[src/hw/rtl/vrcs_pkg.sv]
package vrcs_pkg;

   localparam int REQ_DATA_W = 16;
   localparam int REQ_USER_W = 3;
   localparam int RSP_DATA_W = 8;
   localparam int CSR_INDEX_W = 2;
   localparam int CSR_DATA_W = 2;
   localparam int REF_W = 2;
   localparam int CTX_W = 3;

   localparam logic [REF_W-1:0] REF_LAST = 2'd1;
   localparam logic [REF_W-1:0] REF_GOLDEN = 2'd2;
   localparam logic [REF_W-1:0] REF_ALTREF = 2'd3;

   typedef enum logic [REQ_USER_W-1:0] {
      CMD_INTER_FLAG = 3'd0,
      CMD_COMP_MODE = 3'd1,
      CMD_COMP_REF = 3'd2,
      CMD_SINGLE_FIRST = 3'd3,
      CMD_SINGLE_SECOND = 3'd4
   } cmd_type;

   typedef enum logic [CSR_INDEX_W-1:0] {
      CSR_FIXED_REF = 2'd0,
      CSR_VAR_REF_A = 2'd1,
      CSR_VAR_REF_B = 2'd2,
      CSR_VAR_SLOT = 2'd3
   } csr_index_type;

   typedef struct packed {
      logic avail;
      logic intra;
      logic single;
      logic [REF_W-1:0] r0;
      logic [REF_W-1:0] r1;
   } nbr_type;

   typedef struct packed {
      logic [REF_W-1:0] fixed_ref;
      logic [REF_W-1:0] var_ref_a;
      logic [REF_W-1:0] var_ref_b;
      logic var_slot;
   } cfg_type;

endpackage

[src/hw/rtl/vrcs_csr.sv]
module vrcs_csr (
   input logic clock,
   input logic reset,
   input logic csr_valid,
   output logic csr_ready,
   input logic [vrcs_pkg::CSR_INDEX_W-1:0] csr_index,
   input logic [vrcs_pkg::CSR_DATA_W-1:0] csr_data,
   output vrcs_pkg::cfg_type cfg
);
   import vrcs_pkg::*;

   cfg_type cfg_ff;
   cfg_type cfg_in;

   assign csr_ready = 1'b1;
   assign cfg = cfg_ff;

   always_comb begin
      cfg_in = cfg_ff;
      if (csr_valid) begin
         unique case (csr_index_type'(csr_index))
            CSR_FIXED_REF: cfg_in.fixed_ref = csr_data[REF_W-1:0];
            CSR_VAR_REF_A: cfg_in.var_ref_a = csr_data[REF_W-1:0];
            CSR_VAR_REF_B: cfg_in.var_ref_b = csr_data[REF_W-1:0];
            CSR_VAR_SLOT: cfg_in.var_slot = csr_data[0];
            default: cfg_in = cfg_ff;
         endcase
      end
   end

   always_ff @(posedge clock) begin
      if (reset) begin
         cfg_ff.fixed_ref <= REF_ALTREF;
         cfg_ff.var_ref_a <= REF_LAST;
         cfg_ff.var_ref_b <= REF_GOLDEN;
         cfg_ff.var_slot <= 1'b0;
      end else begin
         cfg_ff <= cfg_in;
      end
   end

endmodule

[src/hw/rtl/vrcs_ctx.sv]
module vrcs_ctx (
   input vrcs_pkg::cmd_type cmd,
   input vrcs_pkg::nbr_type above,
   input vrcs_pkg::nbr_type left,
   input vrcs_pkg::cfg_type cfg,
   output logic [vrcs_pkg::CTX_W-1:0] ctx
);
   import vrcs_pkg::*;

   function automatic logic [REF_W-1:0] var_of(nbr_type n, logic slot);
      if (n.single) return n.r0;
      return slot ? n.r1 : n.r0;
   endfunction

   function automatic logic uses(nbr_type n, logic [REF_W-1:0] f);
      return (n.r0 == f) || (n.r1 == f);
   endfunction

   function automatic logic [CTX_W-1:0] ctx_inter_flag(nbr_type a, nbr_type l);
      logic [CTX_W-1:0] c;
      if (a.avail && l.avail)
         c = (a.intra && l.intra) ? 3'd3 : ((a.intra || l.intra) ? 3'd1 : 3'd0);
      else if (a.avail) c = a.intra ? 3'd2 : 3'd0;
      else if (l.avail) c = l.intra ? 3'd2 : 3'd0;
      else c = 3'd0;
      return c;
   endfunction

   function automatic logic [CTX_W-1:0] ctx_comp_mode(nbr_type a, nbr_type l,
                                                     logic [REF_W-1:0] fx);
      logic [CTX_W-1:0] c;
      if (a.avail && l.avail) begin
         if (a.single && l.single) c = ((a.r0 == fx) != (l.r0 == fx)) ? 3'd1 : 3'd0;
         else if (a.single) c = ((a.r0 == fx) || a.intra) ? 3'd3 : 3'd2;
         else if (l.single) c = ((l.r0 == fx) || l.intra) ? 3'd3 : 3'd2;
         else c = 3'd4;
      end else if (a.avail) begin
         c = a.single ? ((a.r0 == fx) ? 3'd1 : 3'd0) : 3'd3;
      end else if (l.avail) begin
         c = l.single ? ((l.r0 == fx) ? 3'd1 : 3'd0) : 3'd3;
      end else begin
         c = 3'd1;
      end
      return c;
   endfunction

   function automatic logic [CTX_W-1:0] comp_ref_one(nbr_type n, cfg_type k);
      logic [CTX_W-1:0] c;
      if (n.intra) c = 3'd2;
      else if (n.single) c = (n.r0 != k.var_ref_b) ? 3'd3 : 3'd0;
      else c = (var_of(n, k.var_slot) != k.var_ref_b) ? 3'd4 : 3'd0;
      return c;
   endfunction

   function automatic logic [CTX_W-1:0] ctx_comp_ref(nbr_type a, nbr_type l, cfg_type k);
      logic [REF_W-1:0] va;
      logic [REF_W-1:0] vl;
      logic [REF_W-1:0] vb;
      logic [REF_W-1:0] vrfc;
      logic [REF_W-1:0] rfs;
      logic [CTX_W-1:0] c;
      va = var_of(a, k.var_slot);
      vl = var_of(l, k.var_slot);
      vb = k.var_ref_b;
      vrfc = l.single ? va : vl;
      rfs = a.single ? va : vl;
      if (a.avail && l.avail) begin
         if (a.intra && l.intra) c = 3'd2;
         else if (l.intra) c = (va != vb) ? 3'd3 : 3'd1;
         else if (a.intra) c = (vl != vb) ? 3'd3 : 3'd1;
         else if (va == vl && vb == va) c = 3'd0;
         else if (a.single && l.single) begin
            if ((va == k.fixed_ref && vl == k.var_ref_a) ||
                (vl == k.fixed_ref && va == k.var_ref_a)) c = 3'd4;
            else c = (va == vl) ? 3'd3 : 3'd1;
         end else if (a.single || l.single) begin
            if (vrfc == vb && rfs != vb) c = 3'd1;
            else if (rfs == vb && vrfc != vb) c = 3'd2;
            else c = 3'd4;
         end else begin
            c = (va == vl) ? 3'd4 : 3'd2;
         end
      end else if (a.avail) begin
         c = comp_ref_one(a, k);
      end else if (l.avail) begin
         c = comp_ref_one(l, k);
      end else begin
         c = 3'd2;
      end
      return c;
   endfunction

   function automatic logic [CTX_W-1:0] single1_one(nbr_type n);
      logic [CTX_W-1:0] c;
      if (n.single) c = (n.r0 == REF_LAST) ? 3'd4 : 3'd0;
      else c = uses(n, REF_LAST) ? 3'd2 : 3'd1;
      return c;
   endfunction

   function automatic logic [CTX_W-1:0] ctx_single1(nbr_type a, nbr_type l);
      nbr_type s;
      nbr_type m;
      logic [CTX_W-1:0] c;
      logic al;
      logic ll;
      s = a.single ? a : l;
      m = a.single ? l : a;
      al = (a.r0 == REF_LAST);
      ll = (l.r0 == REF_LAST);
      if (a.avail && l.avail) begin
         if (a.intra && l.intra) c = 3'd2;
         else if (l.intra) c = single1_one(a);
         else if (a.intra) c = single1_one(l);
         else if (a.single && l.single) c = (al && ll) ? 3'd4 : ((al || ll) ? 3'd2 : 3'd0);
         else if (!a.single && !l.single)
            c = (uses(a, REF_LAST) || uses(l, REF_LAST)) ? 3'd2 : 3'd1;
         else
            c = {2'b00, uses(m, REF_LAST)} + ((s.r0 == REF_LAST) ? 3'd3 : 3'd0);
      end else if (a.avail) begin
         c = a.intra ? 3'd2 : single1_one(a);
      end else if (l.avail) begin
         c = l.intra ? 3'd2 : single1_one(l);
      end else begin
         c = 3'd2;
      end
      return c;
   endfunction

   function automatic logic [CTX_W-1:0] single2_one(nbr_type n);
      logic [CTX_W-1:0] c;
      if (n.intra || (n.single && n.r0 == REF_LAST)) c = 3'd2;
      else if (n.single) c = (n.r0 == REF_GOLDEN) ? 3'd4 : 3'd0;
      else c = uses(n, REF_GOLDEN) ? 3'd3 : 3'd0;
      return c;
   endfunction

   function automatic logic [CTX_W-1:0] single2_by_intra(nbr_type n);
      logic [CTX_W-1:0] c;
      if (n.single) begin
         if (n.r0 == REF_LAST) c = 3'd3;
         else c = (n.r0 == REF_GOLDEN) ? 3'd4 : 3'd0;
      end else begin
         c = uses(n, REF_GOLDEN) ? 3'd3 : 3'd1;
      end
      return c;
   endfunction

   function automatic logic [CTX_W-1:0] ctx_single2(nbr_type a, nbr_type l);
      nbr_type s;
      nbr_type m;
      logic [CTX_W-1:0] c;
      logic al;
      logic ll;
      logic ag;
      logic lg;
      logic g;
      s = a.single ? a : l;
      m = a.single ? l : a;
      al = (a.r0 == REF_LAST);
      ll = (l.r0 == REF_LAST);
      ag = (a.r0 == REF_GOLDEN);
      lg = (l.r0 == REF_GOLDEN);
      g = uses(m, REF_GOLDEN);
      if (a.avail && l.avail) begin
         if (a.intra && l.intra) c = 3'd2;
         else if (l.intra) c = single2_by_intra(a);
         else if (a.intra) c = single2_by_intra(l);
         else if (a.single && l.single) begin
            if (al && ll) c = 3'd3;
            else if (al) c = lg ? 3'd4 : 3'd0;
            else if (ll) c = ag ? 3'd4 : 3'd0;
            else c = (ag && lg) ? 3'd4 : ((ag || lg) ? 3'd2 : 3'd0);
         end else if (!a.single && !l.single) begin
            if (a.r0 == l.r0 && a.r1 == l.r1) c = uses(a, REF_GOLDEN) ? 3'd3 : 3'd0;
            else c = 3'd2;
         end else begin
            if (s.r0 == REF_GOLDEN) c = g ? 3'd4 : 3'd3;
            else if (s.r0 != REF_ALTREF) c = g ? 3'd3 : 3'd1;
            else c = {2'b00, g};
         end
      end else if (a.avail) begin
         c = single2_one(a);
      end else if (l.avail) begin
         c = single2_one(l);
      end else begin
         c = 3'd2;
      end
      return c;
   endfunction

   always_comb begin
      unique case (cmd)
         CMD_INTER_FLAG: ctx = ctx_inter_flag(above, left);
         CMD_COMP_MODE: ctx = ctx_comp_mode(above, left, cfg.fixed_ref);
         CMD_COMP_REF: ctx = ctx_comp_ref(above, left, cfg);
         CMD_SINGLE_FIRST: ctx = ctx_single1(above, left);
         CMD_SINGLE_SECOND: ctx = ctx_single2(above, left);
         default: ctx = '0;
      endcase
   end

endmodule

[src/hw/rtl/vp9_reference_context_select.sv]
// Derives the VP9 probability context (0..4) for the intra/inter flag, comp_mode, comp_ref and
// the two single_ref elements from the above and left neighbours, one beat per clock sustained
// while the receiver keeps rsp_tready high. A beat lands in an input register, and the context
// logic sits between that and the result register; a stalled result backs up into the input
// register before req_tready drops. The CSR port is always ready and must be written only while
// no beat is in flight. Commands 5 to 7 return context 0.
module vp9_reference_context_select (
   input logic clock,
   input logic reset,
   input logic req_tvalid,
   output logic req_tready,
   // above_available, left_available, above_intra, left_intra, above_single, left_single,
   // above_ref_first[1:0], above_ref_second[1:0], left_ref_first[1:0], left_ref_second[1:0]
   input logic [vrcs_pkg::REQ_DATA_W-1:0] req_tdata,
   // command[2:0]
   input logic [vrcs_pkg::REQ_USER_W-1:0] req_tuser,
   output logic rsp_tvalid,
   input logic rsp_tready,
   // context_index[2:0]
   output logic [vrcs_pkg::RSP_DATA_W-1:0] rsp_tdata,
   input logic csr_valid,
   output logic csr_ready,
   input logic [vrcs_pkg::CSR_INDEX_W-1:0] csr_index,
   input logic [vrcs_pkg::CSR_DATA_W-1:0] csr_data
);
   import vrcs_pkg::*;

   cfg_type cfg;

   logic s1_valid_ff;
   logic s1_valid_in;
   cmd_type s1_cmd_ff;
   nbr_type s1_above_ff;
   nbr_type s1_left_ff;
   logic rsp_valid_ff;
   logic rsp_valid_in;
   logic [CTX_W-1:0] rsp_ctx_ff;
   logic [CTX_W-1:0] ctx;
   logic out_free;
   logic req_beat;
   logic advance;
   nbr_type req_above;
   nbr_type req_left;

   vrcs_csr u_csr (
      .clock(clock),
      .reset(reset),
      .csr_valid(csr_valid),
      .csr_ready(csr_ready),
      .csr_index(csr_index),
      .csr_data(csr_data),
      .cfg(cfg)
   );

   vrcs_ctx u_ctx (
      .cmd(s1_cmd_ff),
      .above(s1_above_ff),
      .left(s1_left_ff),
      .cfg(cfg),
      .ctx(ctx)
   );

   assign req_above = '{avail: req_tdata[0], intra: req_tdata[2], single: req_tdata[4],
                        r0: req_tdata[7:6], r1: req_tdata[9:8]};
   assign req_left = '{avail: req_tdata[1], intra: req_tdata[3], single: req_tdata[5],
                       r0: req_tdata[11:10], r1: req_tdata[13:12]};

   assign out_free = !rsp_valid_ff || rsp_tready;
   assign advance = s1_valid_ff && out_free;
   assign req_tready = !s1_valid_ff || out_free;
   assign req_beat = req_tvalid && req_tready;

   assign s1_valid_in = req_beat || (s1_valid_ff && !advance);
   assign rsp_valid_in = advance || (rsp_valid_ff && !rsp_tready);

   always_ff @(posedge clock) begin
      if (reset) begin
         s1_valid_ff <= 1'b0;
         rsp_valid_ff <= 1'b0;
      end else begin
         s1_valid_ff <= s1_valid_in;
         rsp_valid_ff <= rsp_valid_in;
      end
   end

   always_ff @(posedge clock) begin
      if (req_beat) begin
         s1_cmd_ff <= cmd_type'(req_tuser);
         s1_above_ff <= req_above;
         s1_left_ff <= req_left;
      end
      if (advance) begin
         rsp_ctx_ff <= ctx;
      end
   end

   assign rsp_tvalid = rsp_valid_ff;
   assign rsp_tdata = {{(RSP_DATA_W-CTX_W){1'b0}}, rsp_ctx_ff};

endmodule

[config.mk]
export PLATFORM = sky130hd
export DESIGN_NAME = vp9_reference_context_select
export DESIGN_NICKNAME = d
export VERILOG_FILES = /design/src/hw/rtl/vrcs_pkg.sv /design/src/hw/rtl/vrcs_csr.sv /design/src/hw/rtl/vrcs_ctx.sv /design/src/hw/rtl/vp9_reference_context_select.sv
export SDC_FILE = /design/constraint.sdc
export NUM_CORES = 1
export LEC_CHECK = 0
export BUFFER_PORTS_ARGS = -buffer_cell sky130_fd_sc_hd__buf_2
export CAP_MARGIN = 25
export CORE_MARGIN = 2
export CORE_UTILIZATION = 63
export CTS_CLUSTER_SIZE = 16
export DETAILED_ROUTE_END_ITERATION = 6
export PLACE_DENSITY = 0.92
export SYNTH_ARGS = -nofsm -noshare
export SYNTH_HDL_FRONTEND = slang
export SYNTH_SLANG_ARGS = --single-unit
export TNS_END_PERCENT = 100
[constraint.sdc]
create_clock -name clock -period 4 [get_ports clock]
set_input_delay 0.2 -clock clock [delete_from_list [all_inputs] [get_ports clock]]
set_output_delay 0.2 -clock clock [all_outputs]
set_load 0.005 [all_outputs]
==> metrics, run 1 <==
Final Wtd Congestion 0.9963; # IOs 39; final worst path period need 3.122 ns; Fin Clk Skew 0.008048 ns; Clock Sinks 29; antenna violations before repair 0; Root Driver clkbuf_8; number of synthesized register bits 29; Initial DRC Count 358; fin. max-slew vios 0; drt pass-1 iters 6; CP delay by family, top flip-flops; die height 71.87 um; Finish-stage setup viols 0; CTS tree built; most common cell after layout, fill and taps aside nand2_1; crit-path cells nand2b_1, mux2i_1, mux2i_1, xnor2_1, nand2_1, ha_1, inv_1, o21ai_0, a41oi_1, o21ai_1; EDFF count, synth 20; antenna cells 0; I/O Buffers 30; Synth cell types 55; Crit Path Category flip-flop to flip-flop; post-route setup slack 0.8777 ns; Max Clk Rate 320.3 MHz; slowest cell on the critical path edfxtp_1; Worst Hold Depth 1; status completed; GRT Total Usage 30.92%; core box area 4384 um^2; Post-CTS Setup Inserts 0; half-perimeter wire length after placement 5361 um; Reg clk slew, reported paths 0.07 ns; Crit. End Element flip-flop; WP data required 4.03 ns; Max-slew headroom 51.83%; Fin. Hold Viols 0; sequential-to-total area share from yosys stat 26.91%; CTS H-tree lvls 2; HP Class input pin to flip-flop; first-pass GRT wire length 12590 um; Power Dens Cells 290.1 nW/um^2; net count reported at finish 408; DR WL/cell 18.25 um; crit-path most repeated cell mux2i_1; period utilization 78.06%; CP Launch Type flip-flop; latest clock arrival within the worst-skew pair 0.29 ns; aggregate global routing overflow 0; DRC violations left 0; DIE AREA 5165 um^2; TNS Setup 0 ns; Synth warnings 0; max incr delay on CP 0.67 ns; post-cts hold buffer count 0; initial core utilization 66.18%; DR vias 2916; routed wire length 7757 um; share of cells above drive strength 1 13.40%; Worst Max-Slew Pin Slew 0.7225 ns; Die X 71.87 um; commonest cells after routing, fill and taps aside 34 x nand2_1, 30 x buf_2, 23 x nor2_1, 22 x o21ai_0, 20 x edfxtp_1; Critical Path AT 3.15 ns; post_cts resized 0; cell area after synthesis 2902 um^2; Max-cap violations 0; number of global-route vias before repair 2769; Avg Cell Area, Syn 7.993 um^2; CTS buffer count 5; Layout area overhead 7.029%; Setup WS pre-CTS 1.073 ns; Site Rows 24; RSZ-0062 raised after global routing no; Post-synth top flop edfxtp_1; R2R cell count 10; largest net degree at the start of global routing 18; cell count after synthesis 363; Leakage Power 1.225 nW; vias per cell 6.861; Critical Path Stages 10; CTS max path bufs 2; VDD IR max 374.5 uV; antenna-violating nets left 0; WP buf/inv 1; fill count 305; Synth async-reset ratio 0%; Max FO, Critical Path 13
state kept, by name, summed over array words and instances, names as in the netlist:
register	cells
rsp_ctx_ff	3
rsp_tvalid	1
s1_above_ff	7
s1_cmd_ff	3
s1_left_ff	7
s1_valid_ff	1
u_csr.cfg	7
layout make-up:
type	instances	area (um^2)	share of cell area, %
Clock inverter	3	46.29	1.491
Tap cell	52	65.06	2.095
Multi-Input combinational cell	283	1889	60.84
Sequential cell	29	780.7	25.14
Inverter	18	67.56	2.176
Clock buffer	5	68.82	2.216
Timing Repair Buffer	35	187.7	6.044
worst paths after layout:
kind	start	to	slack (ns)
setup reg to reg	s1_above_ff[4]$_DFFE_PP_	rsp_ctx_ff[2]$_DFFE_PP_	0.88
setup / recovery	s1_above_ff[4]$_DFFE_PP_	rsp_ctx_ff[2]$_DFFE_PP_	0.88
hold reg to reg	s1_valid_ff$_SDFF_PP0_	rsp_tvalid$_SDFF_PP0_	0.52
hold / removal	req_tdata[0]	s1_above_ff[6]$_DFFE_PP_	0.08
kinds of logic (layout without fill, tap and decap cells):
family	count (synthesis)	count (layout)	share of synthesized area (%)
xor+xnor	27	27	8.150
mux	23	23	8.322
buf+inv	55	61	8.495
simple gates	118	118	20.57
flops	29	29	26.91
other cells	2	6	0.2588
compound gates	101	101	23.85
fa+ha+maj	8	8	3.450
metrics by stage:
step | cell area (um^2) | power (mW) | util, % | instances | hold WS, ns
after floorplan | 2917 | 0.5312 | - | 367 | 0.2989
after detailed placement | 2990 | 0.5844 | 68.21 | 417 | 0.3783
after global placement | 2990 | 0.5769 | 68.21 | 417 | 0.3762
after CTS | 3105 | 0.8928 | 70.83 | 425 | 0.08200
after global routing | 3105 | 0.9331 | 70.83 | 425 | 0.08168
final | 3105 | 0.9009 | 70.83 | 425 | 0.07788
Yosys cell counts (all sizes together) (10+ instances only):
master | n | share of area [%]
o21ai | 25 | 4.3
nor2b | 16 | 3.7
edfxtp | 20 | 21
buf | 15 | 3.3
xor2 | 10 | 3.0
nand2 | 34 | 4.4
mux2i | 17 | 5.9
xnor2 | 17 | 5.1
inv | 17 | 2.2
nor2 | 23 | 3.0
a21oi | 11 | 1.9
clkbuf | 22 | 2.8
power breakdown:
group,switching (mW),internal (mW)
clock,0.124,0.186
sequential,0.0316,0.340
combinational,0.128,0.0920
total,0.283,0.618
per-layer routing:
layer	GRT usage [%]	routed length, um
met2	53.70	3738
met5	0	0
met3	4.641	709
met1	37.44	3044
met4	14.68	264
No activity file was read; power rests on OpenSTA's default activity.
==> run 2: changes to the inputs <==
- CORE_UTILIZATION: 63 -> 59
- PLACE_DENSITY: 0.92 -> 0.87
- clock period: 4 -> 3.1 ns (I/O delays scaled with it)
==> run 2 against run 1 <==
Against the previous run:
- critical path depth stayed put
- first-iteration DRC count is 5.9% lower
- worst setup slack worse by 0.63 ns
- maximum frequency is 9.3% higher
- global-route usage is 0.36 points lower
==> metrics, run 2 (same netlist as run 1, synthesis figures left out) <==
initial core utilization 61.43% (-4.8 points); Reg clk slew, reported paths 0.07 ns (about the same); routed length on met3 715 um (+0.85%); Leakage Power 1.264 nW (+3.2%); Layout area overhead 9.745%; Initial DRC Count 337 (-5.9%); crit-path most repeated cell mux2i_1; Max FO, Critical Path 11 (-2); Fin. Hold Viols 0 (unchanged); period utilization 92.17% (+14 points); Post-CTS Setup Inserts 0 (unchanged); max incr delay on CP 0.48 ns (-0.19 ns); Non-Filler Instances 448 (+5.4%); DR WL/cell 17.55 um (-3.9%); CTS max path bufs 2 (unchanged); GRT Total Usage 30.56% (-0.36 points); net count reported at finish 416 (+2.0%); fill count 382 (+25%); die height 74.13 um (+3.1%); met1 wire length 3263 um (+7.2%); vias per cell 6.413 (-6.5%); FF+latch area 780.7 um^2 (unchanged); crit-path cells nand2b_1, mux2i_1, mux2i_1, xnor2_1, nand2_1, ha_1, inv_1, o21ai_0, a41oi_1, o21ai_1; commonest cells after routing, fill and taps aside 34 x nand2_1, 30 x buf_2, 23 x nor2_1, 22 x o21ai_0, 20 x edfxtp_1; Max-slew headroom 44.19% (-7.6 points); Worst Max-Slew Pin Slew 0.8372 ns (+0.1147 ns); post_cts resized 0 (unchanged); Die X 74.13 um (+3.1%); I/O Buffers 30 (unchanged); RSZ-0062 raised after global routing no; antenna-violating nets left 0 (unchanged); share of cells above drive strength 1 15.22% (+1.8 points); Fin Clk Skew 0.004757 ns (-0.003292 ns); # IOs 39 (unchanged); number of global-route vias before repair 2711 (-2.1%); Critical Path AT 2.89 ns (-0.26 ns); antenna cells 0 (unchanged); Power Dens Cells 368.6 nW/um^2 (+27%); critical path launch point s1_above_ff[4]$_DFFE_PP_; antenna violations before repair 0 (unchanged); fin. max-slew vios 0 (unchanged); CTS tree built; status completed; largest net degree at the start of global routing 19 (+1); placed cells 440 (+5.5%); slowest cell on the critical path nand2b_1; Min-Delay Startpoint req_tdata[9]; top sig layer met4; first-pass GRT wire length 12920 um (+2.6%); latest clock arrival within the worst-skew pair 0.29 ns (about the same); R2R Path Start s1_above_ff[4]$_DFFE_PP_; Root Driver clkbuf_8; half-perimeter wire length after placement 5811 um (+8.4%); Max Clk Rate 350.0 MHz (+9.3%); CP Launch Type flip-flop; CTS buffer count 5 (unchanged); DR vias 2873 (-1.5%); Site Rows 25 (+4.2%); DIE AREA 5495 um^2 (+6.4%); post-cts hold buffer count 0 (unchanged); final worst path period need 2.857 ns (-0.2650 ns); Final Wtd Congestion 1.012 (+1.6%); CTS H-tree lvls 2 (unchanged); Max-cap violations 0 (unchanged); DRC violations left 0 (unchanged); Finish-stage setup viols 0 (unchanged); Crit Path Category flip-flop to flip-flop; aggregate global routing overflow 0 (unchanged); TNS Setup 0 ns (unchanged); WP data required 3.14 ns (-0.89 ns); HP Class input pin to flip-flop; area of the multi-input gates 1889 um^2 (unchanged); Clock Sinks 29 (unchanged); Crit. End Element flip-flop; most common cell after layout, fill and taps aside nand2_1; VDD IR max 291.3 uV (-22%); metal2 WL 3624 um (-3.0%); drt pass-1 iters 7 (+1); core box area 4723 um^2 (+7.7%); routed wire length 7861 um (+1.3%)
==> run 2: cell types whose count changed in the layout (fill, tap and decap cells not counted) <==
cell / before / now
buf_4: 5 / 13
==> run 2: path summary, 6_finish.rpt <==
| kind | to | slack [ns] | cells past startpoint |
|---|---|---|---|
| max | rsp_ctx_ff[2]$_DFFE_PP_ | 0.24 | 10 |
| min | s1_above_ff[1]$_DFFE_PP_ | 0.03 | 1 |
| max reg2reg | rsp_ctx_ff[2]$_DFFE_PP_ | 0.24 | 10 |
| min reg2reg | rsp_tvalid$_SDFF_PP0_ | 0.52 | 2 |
==> run 2: cell type report <==
type	instances	share of cell area, %
clock inverters	3	1.454
inverters	18	2.122
well taps	67	2.633
multi-input cells	283	59.33
flip-flops and latches	29	24.52
clock buffers	5	2.161
repair buffers	43	7.780
==> run 2: stage by stage <==
step	setup WS, ns	cell area, um^2	power (mW)	util [%]	hold slack (ns)
2_1_floorplan	0.6858	2917	0.6855	-	0.2539
3_3_place_gp	0.4326	3069	0.7586	64.98	0.3311
3_5_place_dp	0.4030	3069	0.7649	64.98	0.3335
4_1_cts	0.2708	3184	1.164	67.42	0.03686
5_1_grt	0.07518	3184	1.219	67.42	0.03187
6_report	0.2428	3184	1.174	67.42	0.03193
==> run 2: power breakdown <==
group          leakage, nW  internal, mW  switching, mW
Sequential           0.268         0.438         0.0321
Combinational        0.941         0.125          0.175
Clock               0.0543         0.240          0.164
Total                 1.26         0.803          0.371
==> run 2: per-layer routing <==
layer  vias up  global-route usage [%]
met1      1337                   40.02
met2       164                   49.50
met4         0                   13.54
met3        35                   5.420
met5         -                       0
li1       1337                       -
==> run 2: worst max-delay path: cells and delay by family, from the launching register on <==
kind | cells | cell delay, ns
multiplexers | 2 | 0.60
AND/OR/NAND/NOR | 2 | 0.58
flip-flops | 1 | 0.46
AO/OA/AOI/OAI | 3 | 0.43
adder cells (fa/ha/maj) | 1 | 0.30
XOR/XNOR | 1 | 0.19
buffers and inverters | 1 | 0.05
